[config.mk]
export PLATFORM = sky130hd
export DESIGN_NAME = ps2_mouse_packet_cursor_tracker_top
export DESIGN_NICKNAME = d
export VERILOG_FILES = /design/src/rtl/core/pmct_pkg.sv /design/src/rtl/core/pmct_assembler.sv /design/src/rtl/core/pmct_cursor.sv /design/src/rtl/core/ps2_mouse_packet_cursor_tracker_top.sv
export SDC_FILE = /design/constraint.sdc
export NUM_CORES = 1
export LEC_CHECK = 0
export BUFFER_PORTS_ARGS = -buffer_cell sky130_fd_sc_hd__buf_2
export CAP_MARGIN = 40
export CELL_PAD_IN_SITES_DETAIL_PLACEMENT = 1
export CELL_PAD_IN_SITES_GLOBAL_PLACEMENT = 1
export CORE_MARGIN = 4
export CORE_UTILIZATION = 27
export CTS_BUF_LIST = sky130_fd_sc_hd__clkbuf_8 sky130_fd_sc_hd__clkbuf_16
export CTS_CLUSTER_DIAMETER = 30
export DETAILED_ROUTE_END_ITERATION = 8
export GPL_ROUTABILITY_DRIVEN = 1
export GPL_TIMING_DRIVEN = 0
export PLACE_DENSITY_LB_ADDON = 0.15
export RECOVER_POWER = 50
export SLEW_MARGIN = 5
export SYNTH_ARGS = -nofsm -noshare
export SYNTH_HDL_FRONTEND = slang
export SYNTH_SLANG_ARGS = --single-unit
[constraint.sdc]
create_clock -name clk -period 8.7 [get_ports clk]
set_input_delay 0 -clock clk [delete_from_list [all_inputs] [get_ports clk]]
set_output_delay 0 -clock clk [all_outputs]
set_load 0.1 [all_outputs]
[src/rtl/core/pmct_pkg.sv]
// pmct_pkg: shared types and constants of the ps/2 mouse packet cursor tracker
// no dependencies; imported by every module of the block
`default_nettype none

package pmct_pkg;

    localparam int BYTE_W   = 8;
    localparam int DELTA_W  = 9;
    localparam int POS_W    = 12;
    localparam int CFG_ADDR_W = 1;
    localparam int CFG_DATA_W = POS_W;
    localparam int OUT_DATA_W = 48;

    // configuration register indexes
    localparam logic [CFG_ADDR_W-1:0] CFG_MAX_X = 1'b0;
    localparam logic [CFG_ADDR_W-1:0] CFG_MAX_Y = 1'b1;

    localparam logic [POS_W-1:0] MAX_X_RESET = 12'd1151;
    localparam logic [POS_W-1:0] MAX_Y_RESET = 12'd863;

    // first byte bit positions
    localparam int B0_LEFT   = 0;
    localparam int B0_RIGHT  = 1;
    localparam int B0_MIDDLE = 2;
    localparam int B0_SYNC   = 3;
    localparam int B0_XSIGN  = 4;
    localparam int B0_YSIGN  = 5;
    localparam int B0_XOVF   = 6;
    localparam int B0_YOVF   = 7;

    // position of the next byte within a packet
    typedef enum logic [1:0] {
        IDX_FIRST  = 2'd0,
        IDX_SECOND = 2'd1,
        IDX_THIRD  = 2'd2
    } byte_idx_t;

    // decoded packet, between the assembler and the cursor stage
    typedef struct packed {
        logic                      left_button;
        logic                      right_button;
        logic                      middle_button;
        logic                      x_overflow;
        logic                      y_overflow;
        logic signed [DELTA_W-1:0] delta_x;
        logic signed [DELTA_W-1:0] delta_y;
    } pkt_t;

    // one result item
    typedef struct packed {
        pkt_t             pkt;
        logic [POS_W-1:0] cursor_x;
        logic [POS_W-1:0] cursor_y;
    } res_t;

endpackage

`default_nettype wire

[src/rtl/core/pmct_assembler.sv]
// pmct_assembler: byte framing, first-byte sync check and packet decode
// depends on pmct_pkg; feeds pmct_cursor through a registered packet stage
`default_nettype none

module pmct_assembler (
    input  wire logic                         clk,
    input  wire logic                         rst_n,
    input  wire logic                         byte_valid,
    output logic                              byte_ready,
    input  wire logic [pmct_pkg::BYTE_W-1:0]  data_byte,
    output logic                              pkt_valid,
    input  wire logic                         pkt_ready,
    output pmct_pkg::pkt_t                    pkt
);
    import pmct_pkg::*;

    byte_idx_t          idx_reg, idx_next;
    logic [BYTE_W-1:0]  b0_reg, b1_reg;
    logic               pkt_valid_reg, pkt_valid_next;
    pkt_t               pkt_reg, pkt_next;
    logic               accept;

    assign byte_ready = !pkt_valid_reg || pkt_ready;
    assign accept     = byte_valid && byte_ready;
    assign pkt_valid  = pkt_valid_reg;
    assign pkt        = pkt_reg;

    always_comb
    begin
        idx_next       = idx_reg;
        pkt_valid_next = pkt_valid_reg && !pkt_ready;
        pkt_next.left_button   = b0_reg[B0_LEFT];
        pkt_next.right_button  = b0_reg[B0_RIGHT];
        pkt_next.middle_button = b0_reg[B0_MIDDLE];
        pkt_next.x_overflow    = b0_reg[B0_XOVF];
        pkt_next.y_overflow    = b0_reg[B0_YOVF];
        pkt_next.delta_x       = {b0_reg[B0_XSIGN], b1_reg};
        pkt_next.delta_y       = {b0_reg[B0_YSIGN], data_byte};
        if (accept)
        begin
            case (idx_reg)
                IDX_SECOND: idx_next = IDX_THIRD;
                IDX_THIRD:
                begin
                    idx_next       = IDX_FIRST;
                    pkt_valid_next = 1'b1;
                end
                default:
                    // drop a first byte without the sync bit
                    idx_next = data_byte[B0_SYNC] ? IDX_SECOND : IDX_FIRST;
            endcase
        end
    end

    always_ff @(posedge clk or negedge rst_n)
    begin
        if (!rst_n)
        begin
            idx_reg       <= IDX_FIRST;
            pkt_valid_reg <= 1'b0;
        end
        else
        begin
            idx_reg       <= idx_next;
            pkt_valid_reg <= pkt_valid_next;
        end
    end

    always_ff @(posedge clk)
    begin
        if (accept && idx_reg == IDX_FIRST)
            b0_reg <= data_byte;
        if (accept && idx_reg == IDX_SECOND)
            b1_reg <= data_byte;
        if (accept && idx_reg == IDX_THIRD)
            pkt_reg <= pkt_next;
    end

endmodule

`default_nettype wire

[src/rtl/core/pmct_cursor.sv]
// pmct_cursor: limit registers, clamped cursor update and result register
// depends on pmct_pkg; takes decoded packets from pmct_assembler
`default_nettype none

module pmct_cursor (
    input  wire logic                             clk,
    input  wire logic                             rst_n,
    input  wire logic                             cfg_we,
    input  wire logic [pmct_pkg::CFG_ADDR_W-1:0]  cfg_addr,
    input  wire logic [pmct_pkg::CFG_DATA_W-1:0]  cfg_wdata,
    input  wire logic                             pkt_valid,
    output logic                                  pkt_ready,
    input  wire pmct_pkg::pkt_t                   pkt,
    output logic                                  res_valid,
    input  wire logic                             res_ready,
    output pmct_pkg::res_t                        res
);
    import pmct_pkg::*;

    localparam int SUM_W = POS_W + 2;

    logic [POS_W-1:0]        max_x_reg, max_y_reg;
    logic [POS_W-1:0]        pos_x_reg, pos_y_reg, pos_x_next, pos_y_next;
    logic                    res_valid_reg;
    res_t                    res_reg;
    logic signed [SUM_W-1:0] sum_x, sum_y;
    logic                    load;

    function automatic logic [POS_W-1:0] clamp(input logic signed [SUM_W-1:0] v,
                                               input logic [POS_W-1:0] lim);
        logic [POS_W-1:0] r;
        if (v[SUM_W-1])
            r = '0;
        else if (v[SUM_W-2:0] > {1'b0, lim})
            r = lim;
        else
            r = v[POS_W-1:0];
        return r;
    endfunction

    assign pkt_ready = !res_valid_reg || res_ready;
    assign load      = pkt_valid && pkt_ready;
    assign res_valid = res_valid_reg;
    assign res       = res_reg;

    always_comb
    begin
        sum_x = $signed({2'b00, pos_x_reg}) + SUM_W'(pkt.delta_x);
        // screen y grows downward, mouse y grows upward
        sum_y = $signed({2'b00, pos_y_reg}) - SUM_W'(pkt.delta_y);
        pos_x_next = pkt.x_overflow ? pos_x_reg : clamp(sum_x, max_x_reg);
        pos_y_next = pkt.y_overflow ? pos_y_reg : clamp(sum_y, max_y_reg);
    end

    always_ff @(posedge clk or negedge rst_n)
    begin
        if (!rst_n)
        begin
            max_x_reg     <= MAX_X_RESET;
            max_y_reg     <= MAX_Y_RESET;
            pos_x_reg     <= '0;
            pos_y_reg     <= '0;
            res_valid_reg <= 1'b0;
        end
        else
        begin
            if (cfg_we && cfg_addr == CFG_MAX_X)
                max_x_reg <= cfg_wdata;
            if (cfg_we && cfg_addr == CFG_MAX_Y)
                max_y_reg <= cfg_wdata;
            if (load)
            begin
                pos_x_reg <= pos_x_next;
                pos_y_reg <= pos_y_next;
            end
            res_valid_reg <= load || (res_valid_reg && !res_ready);
        end
    end

    always_ff @(posedge clk)
    begin
        if (load)
        begin
            res_reg.pkt      <= pkt;
            res_reg.cursor_x <= pos_x_next;
            res_reg.cursor_y <= pos_y_next;
        end
    end

endmodule

`default_nettype wire

[src/rtl/core/ps2_mouse_packet_cursor_tracker_top.sv]
// ps2_mouse_packet_cursor_tracker_top: top level of the ps/2 mouse cursor tracker
// depends on pmct_pkg, pmct_assembler and pmct_cursor
`default_nettype none

// Takes raw ps/2 mouse bytes, one per transfer on the s_axis side, frames them
// into three-byte packets and gives one result transfer on the m_axis side per
// complete packet. A first byte without bit 3 set is dropped and framing waits
// for the next candidate. Each result carries the buttons, overflow flags, the
// two 9-bit signed deltas and the cursor position after the update: x moves by
// delta_x, y by minus delta_y (downward positive), each clamped to 0..max; an
// axis with its overflow flag set keeps its position. A byte is taken in every
// cycle while the output is free or being drained; a packet's result passes the
// packet and then the result register. The cursor starts at 0,0 after reset.
// Limits max_x (index 0, reset 1151) and max_y (index 1, reset 863), set via
// cfg_we/cfg_addr/cfg_wdata, apply from the next complete packet and must be
// written only while no packet is in flight; the block does not enforce this.
module ps2_mouse_packet_cursor_tracker_top (
    input  wire logic                              clk,
    input  wire logic                              rst_n,
    // configuration writes
    input  wire logic                              cfg_we,
    input  wire logic [pmct_pkg::CFG_ADDR_W-1:0]   cfg_addr,
    input  wire logic [pmct_pkg::CFG_DATA_W-1:0]   cfg_wdata,
    // incoming mouse bytes
    input  wire logic                              s_axis_tvalid,
    output logic                                   s_axis_tready,
    input  wire logic [pmct_pkg::BYTE_W-1:0]       s_axis_tdata,  // [7:0] data_byte
    // decoded packets
    output logic                                   m_axis_tvalid,
    input  wire logic                              m_axis_tready,
    // [0] left_button, [1] right_button, [2] middle_button, [3] x_overflow,
    // [4] y_overflow, [13:5] delta_x, [22:14] delta_y, [34:23] cursor_x,
    // [46:35] cursor_y, [47] zero
    output logic [pmct_pkg::OUT_DATA_W-1:0]        m_axis_tdata
);
    import pmct_pkg::*;

    logic pkt_valid;
    logic pkt_ready;
    pkt_t pkt;
    res_t res;

    // framing and decode, ends in the packet register
    pmct_assembler u_assembler (
        .clk        (clk),
        .rst_n      (rst_n),
        .byte_valid (s_axis_tvalid),
        .byte_ready (s_axis_tready),
        .data_byte  (s_axis_tdata),
        .pkt_valid  (pkt_valid),
        .pkt_ready  (pkt_ready),
        .pkt        (pkt)
    );

    // cursor update, ends in the result register
    pmct_cursor u_cursor (
        .clk       (clk),
        .rst_n     (rst_n),
        .cfg_we    (cfg_we),
        .cfg_addr  (cfg_addr),
        .cfg_wdata (cfg_wdata),
        .pkt_valid (pkt_valid),
        .pkt_ready (pkt_ready),
        .pkt       (pkt),
        .res_valid (m_axis_tvalid),
        .res_ready (m_axis_tready),
        .res       (res)
    );

    // pack the result, first field in the lowest bits
    assign m_axis_tdata = {1'b0,
                           res.cursor_y,
                           res.cursor_x,
                           res.pkt.delta_y,
                           res.pkt.delta_x,
                           res.pkt.y_overflow,
                           res.pkt.x_overflow,
                           res.pkt.middle_button,
                           res.pkt.right_button,
                           res.pkt.left_button};

endmodule

`default_nettype wire

==> results by group <==
Finish
  – Area growth, synth to finish: 23.7%
  – Reg area: between 3000 and 4000 sq um
  – Util after Layout: approximately a third
  – Share of cells above drive strength 1: 13.4%
  – Max FFs per register: 47
  – Post-layout net count: between 800 and 900
  – # diodes: 0
  – Fillers: 2,794
  – Area taken by multi-input logic gates: 2740 sq um

Routing
  – Vias: about 4,800
  – Final antenna-violating net count: 0
  – Total wire length: 18,700 um
  – Routed WL per cell: 17.6 um
  – DRT Pass-1 Iters: 4
  – DRC viols: 0
  – Vias per cell: 4.53
  – Drt initial violations: around 220

Synthesis
  – Post-synthesis average cell area: 11.6 sq um
  – Gate Count Post-Synth: between 500 and 600
  – Post-synthesis sequential area ratio: 56.2%
  – Most common library cells after synthesis: edfxtp_1 (85), nand2_1 (71), ha_1 (53)
  – Syn nets: a little under 700
  – Asr flop ratio synth: 38.0%
  – Cell Area, Synth: 6900 sq um
  – Area leader, netlist: edfxtp_1
  – Number of synthesized register bits: 137
  – Top-count cell post-synth: edfxtp_1
  – Number of synthesized flops with an enable pin: 85
  – Synth top area share: 37.0%
  – Synth Warn #: 0
  – Top FF cell, synth: edfxtp_1
  – Synth area leaders: edfxtp_1 (37%), dfrtp_1 (13%), ha_1 (9.6%)
  – Post-synthesis cell type count: 58

Worst setup path
  – Startpoint Class: flip-flop
  – CP max FO: 10
  – Critical Path RT: approximately 9 ns
  – CP arrival: 4.62 ns
  – R2R Setup Slk: 4.25 ns
  – Crit. End Element: flip-flop
  – Crit Path Category: reg2reg

Clocking
  – CTS tree: yes
  – Clk buf depth: 2
  – Cts bufs inserted: 17
  – Clock-pin slew on the worst setup and hold paths: 0.07 ns
  – Root Buffer: clkbuf_16
  – H-tree depth: 4
  – Worst-skew pair later-pin latency: 0.42 ns
  – CTS Sinks: 137

GRT
  – Largest net degree at the start of global routing: 36
  – Initial antenna violation count: 0
  – GRT Resource Usage Total: 13.8%
  – Number of global-route vias before repair: 5,337
  – First-pass GRT wire length: approximately 30,000 um
  – Total congestion overflow: 0

Timing
  – Fin. max-slew vios: 36
  – Crit share post-route: roughly half
  – Final WS setup: 4.25 ns
  – Hold violation count in the final report: 0
  – Final setup TNS: 0 ns
  – Endpoints failing setup: 0
  – Max Freq: 0.225 GHz
  – Min Tclk post-route: between 4 and 5 ns
  – Relative slew slack: -34.6%
  – Hold_ws: 0.338 ns
  – RSZ-0062 raised after global routing: no
  – Clk_skew: 0.00963 ns
  – Least-Margin Pin Slew: 2.02 ns

Status
  – Violated checks: max-capacitance violations, max-slew violations
  – Status: finished with violations

Die
  – Die area: 28,200 sq um
  – Cell Rows: slightly below 60
  – DIE WIDTH: 168 um
  – Vert. Die Dim: roughly 170 um
  – Ports: 76
  – Core area: ~25,000 sq um
  – Starting density of the core: 27.4%

Flow run
  – Max_cap viols: 1

Pwr
  – P_leak: 3.51 nW
  – Max rail drop VDD: roughly 0.00011 V
  – PwrDens: around 350 nW/um^2
  – Total power: slightly below 3 mW

Min path
  – Hold crit path type: in2async

Placement
  – GP Congestion: 0.824
  – DPL Wire Length: 14,200 um
  – Count of input and output buffers: 74
  – Setup WS pre-CTS: 4.25 ns
## logic make-up after synthesis
kind of cell             share of synthesized area, %
AO/OA/AOI/OAI                                    11.3
XOR/XNOR                                         2.29
adder cells (fa/ha/maj)                          10.2
buffers and inverters                            4.10
flip-flops                                       56.2
multiplexers                                     5.61
other                                          0.0544
AND/OR/NAND/NOR                                  10.3
## what timing repair did
| item | in CTS | in global routing |
|---|---|---|
| hold endpoints to repair | 88 | 0 |
| buffers inserted | 0 | 0 |
| hold buffers | 28 | 0 |
| resized for setup | 0 | 0 |
## routing by layer
layer  vias up  wire length, um  track usage, %
li1       2385                -               -
met3        18              464            2.91
met4         0              258            3.78
met2        51             9620            24.4
met5         -                0               0
met1      2357             8320            17.2
## power by group
group	switching [mW]	internal, mW
sequential	0.0814	0.842
combinational	0.848	0.486
clock	0.334	0.391
total	1.26	1.72
## worst paths after layout
kind	start	end	cells past startpoint
worst max-delay path	u_cursor.pos_x_reg[0]$_DFFE_PN0P_	u_cursor.res[12]$_DFFE_PP_	18
min in group clk	s_axis_tdata[2]	u_assembler.b1_reg[2]$_DFFE_PP_	2
worst min-delay path	rst_n	u_cursor.pos_y_reg[8]$_DFFE_PN0P_	2
worst max register to register	u_cursor.pos_x_reg[0]$_DFFE_PN0P_	u_cursor.res[12]$_DFFE_PP_	18
worst min register to register	u_assembler.pkt[21]$_DFFE_PP_	u_cursor.res[45]$_DFFE_PP_	0
max in group asynchronous	rst_n	u_cursor.pos_x_reg[4]$_DFFE_PN0P_	3
## through the flow
stage               instance area (sq um)  cells
detailed placement                   7750   1003
CTS                                  8610   1063
finish                               8530   1063
global placement                     7680   1000
global route                         8530   1063
floorplan                            6900    596
## worst max-delay path: stages, from the launching register on
cell	delay, ns
dfrtp_1	0.41
ha_1	0.19
inv_1	0.05
fa_1	0.40
nor2b_1	0.18
o31a_1	0.26
o21a_1	0.14
nor2_1	0.05
xnor2_1	0.20
ha_1	0.31
a2111oi_0	0.45
nor3_1	0.08
o21ai_0	0.11
a21oi_1	0.08
or3_1	0.30
a211o_1	0.36
buf_4	0.22
mux2i_1	0.32
o21ai_2	0.08
## cell type report
| class | count | area share [%] |
|---|---|---|
| buffer | 16 | 1.12 |
| clock buffer | 18 | 5.15 |
| clock inverter | 14 | 1.72 |
| inverter | 50 | 2.20 |
| multi-input combinational | 393 | 32.1 |
| sequential | 137 | 45.4 |
| tap | 330 | 4.84 |
| timing repair buffer | 105 | 7.44 |
## cell usage in the layout (no fill, tap or decap), types with 9 or more instances in the layout
cell type       n
mux2_2         13
buf_2          20
nand2b_1        9
clkbuf_16      17
nor2_1         26
mux2i_1        24
ha_1           53
clkbuf_1       64
o21ai_1        20
inv_1          49
dlygate4sd3_1  28
o21ai_0        48
edfxtp_1       85
dfrtp_1        36
nand2_1        71
nand3_1        11
dfstp_2        16
xnor2_1        14
a21oi_1        14
(Power assumes the default switching activity.)
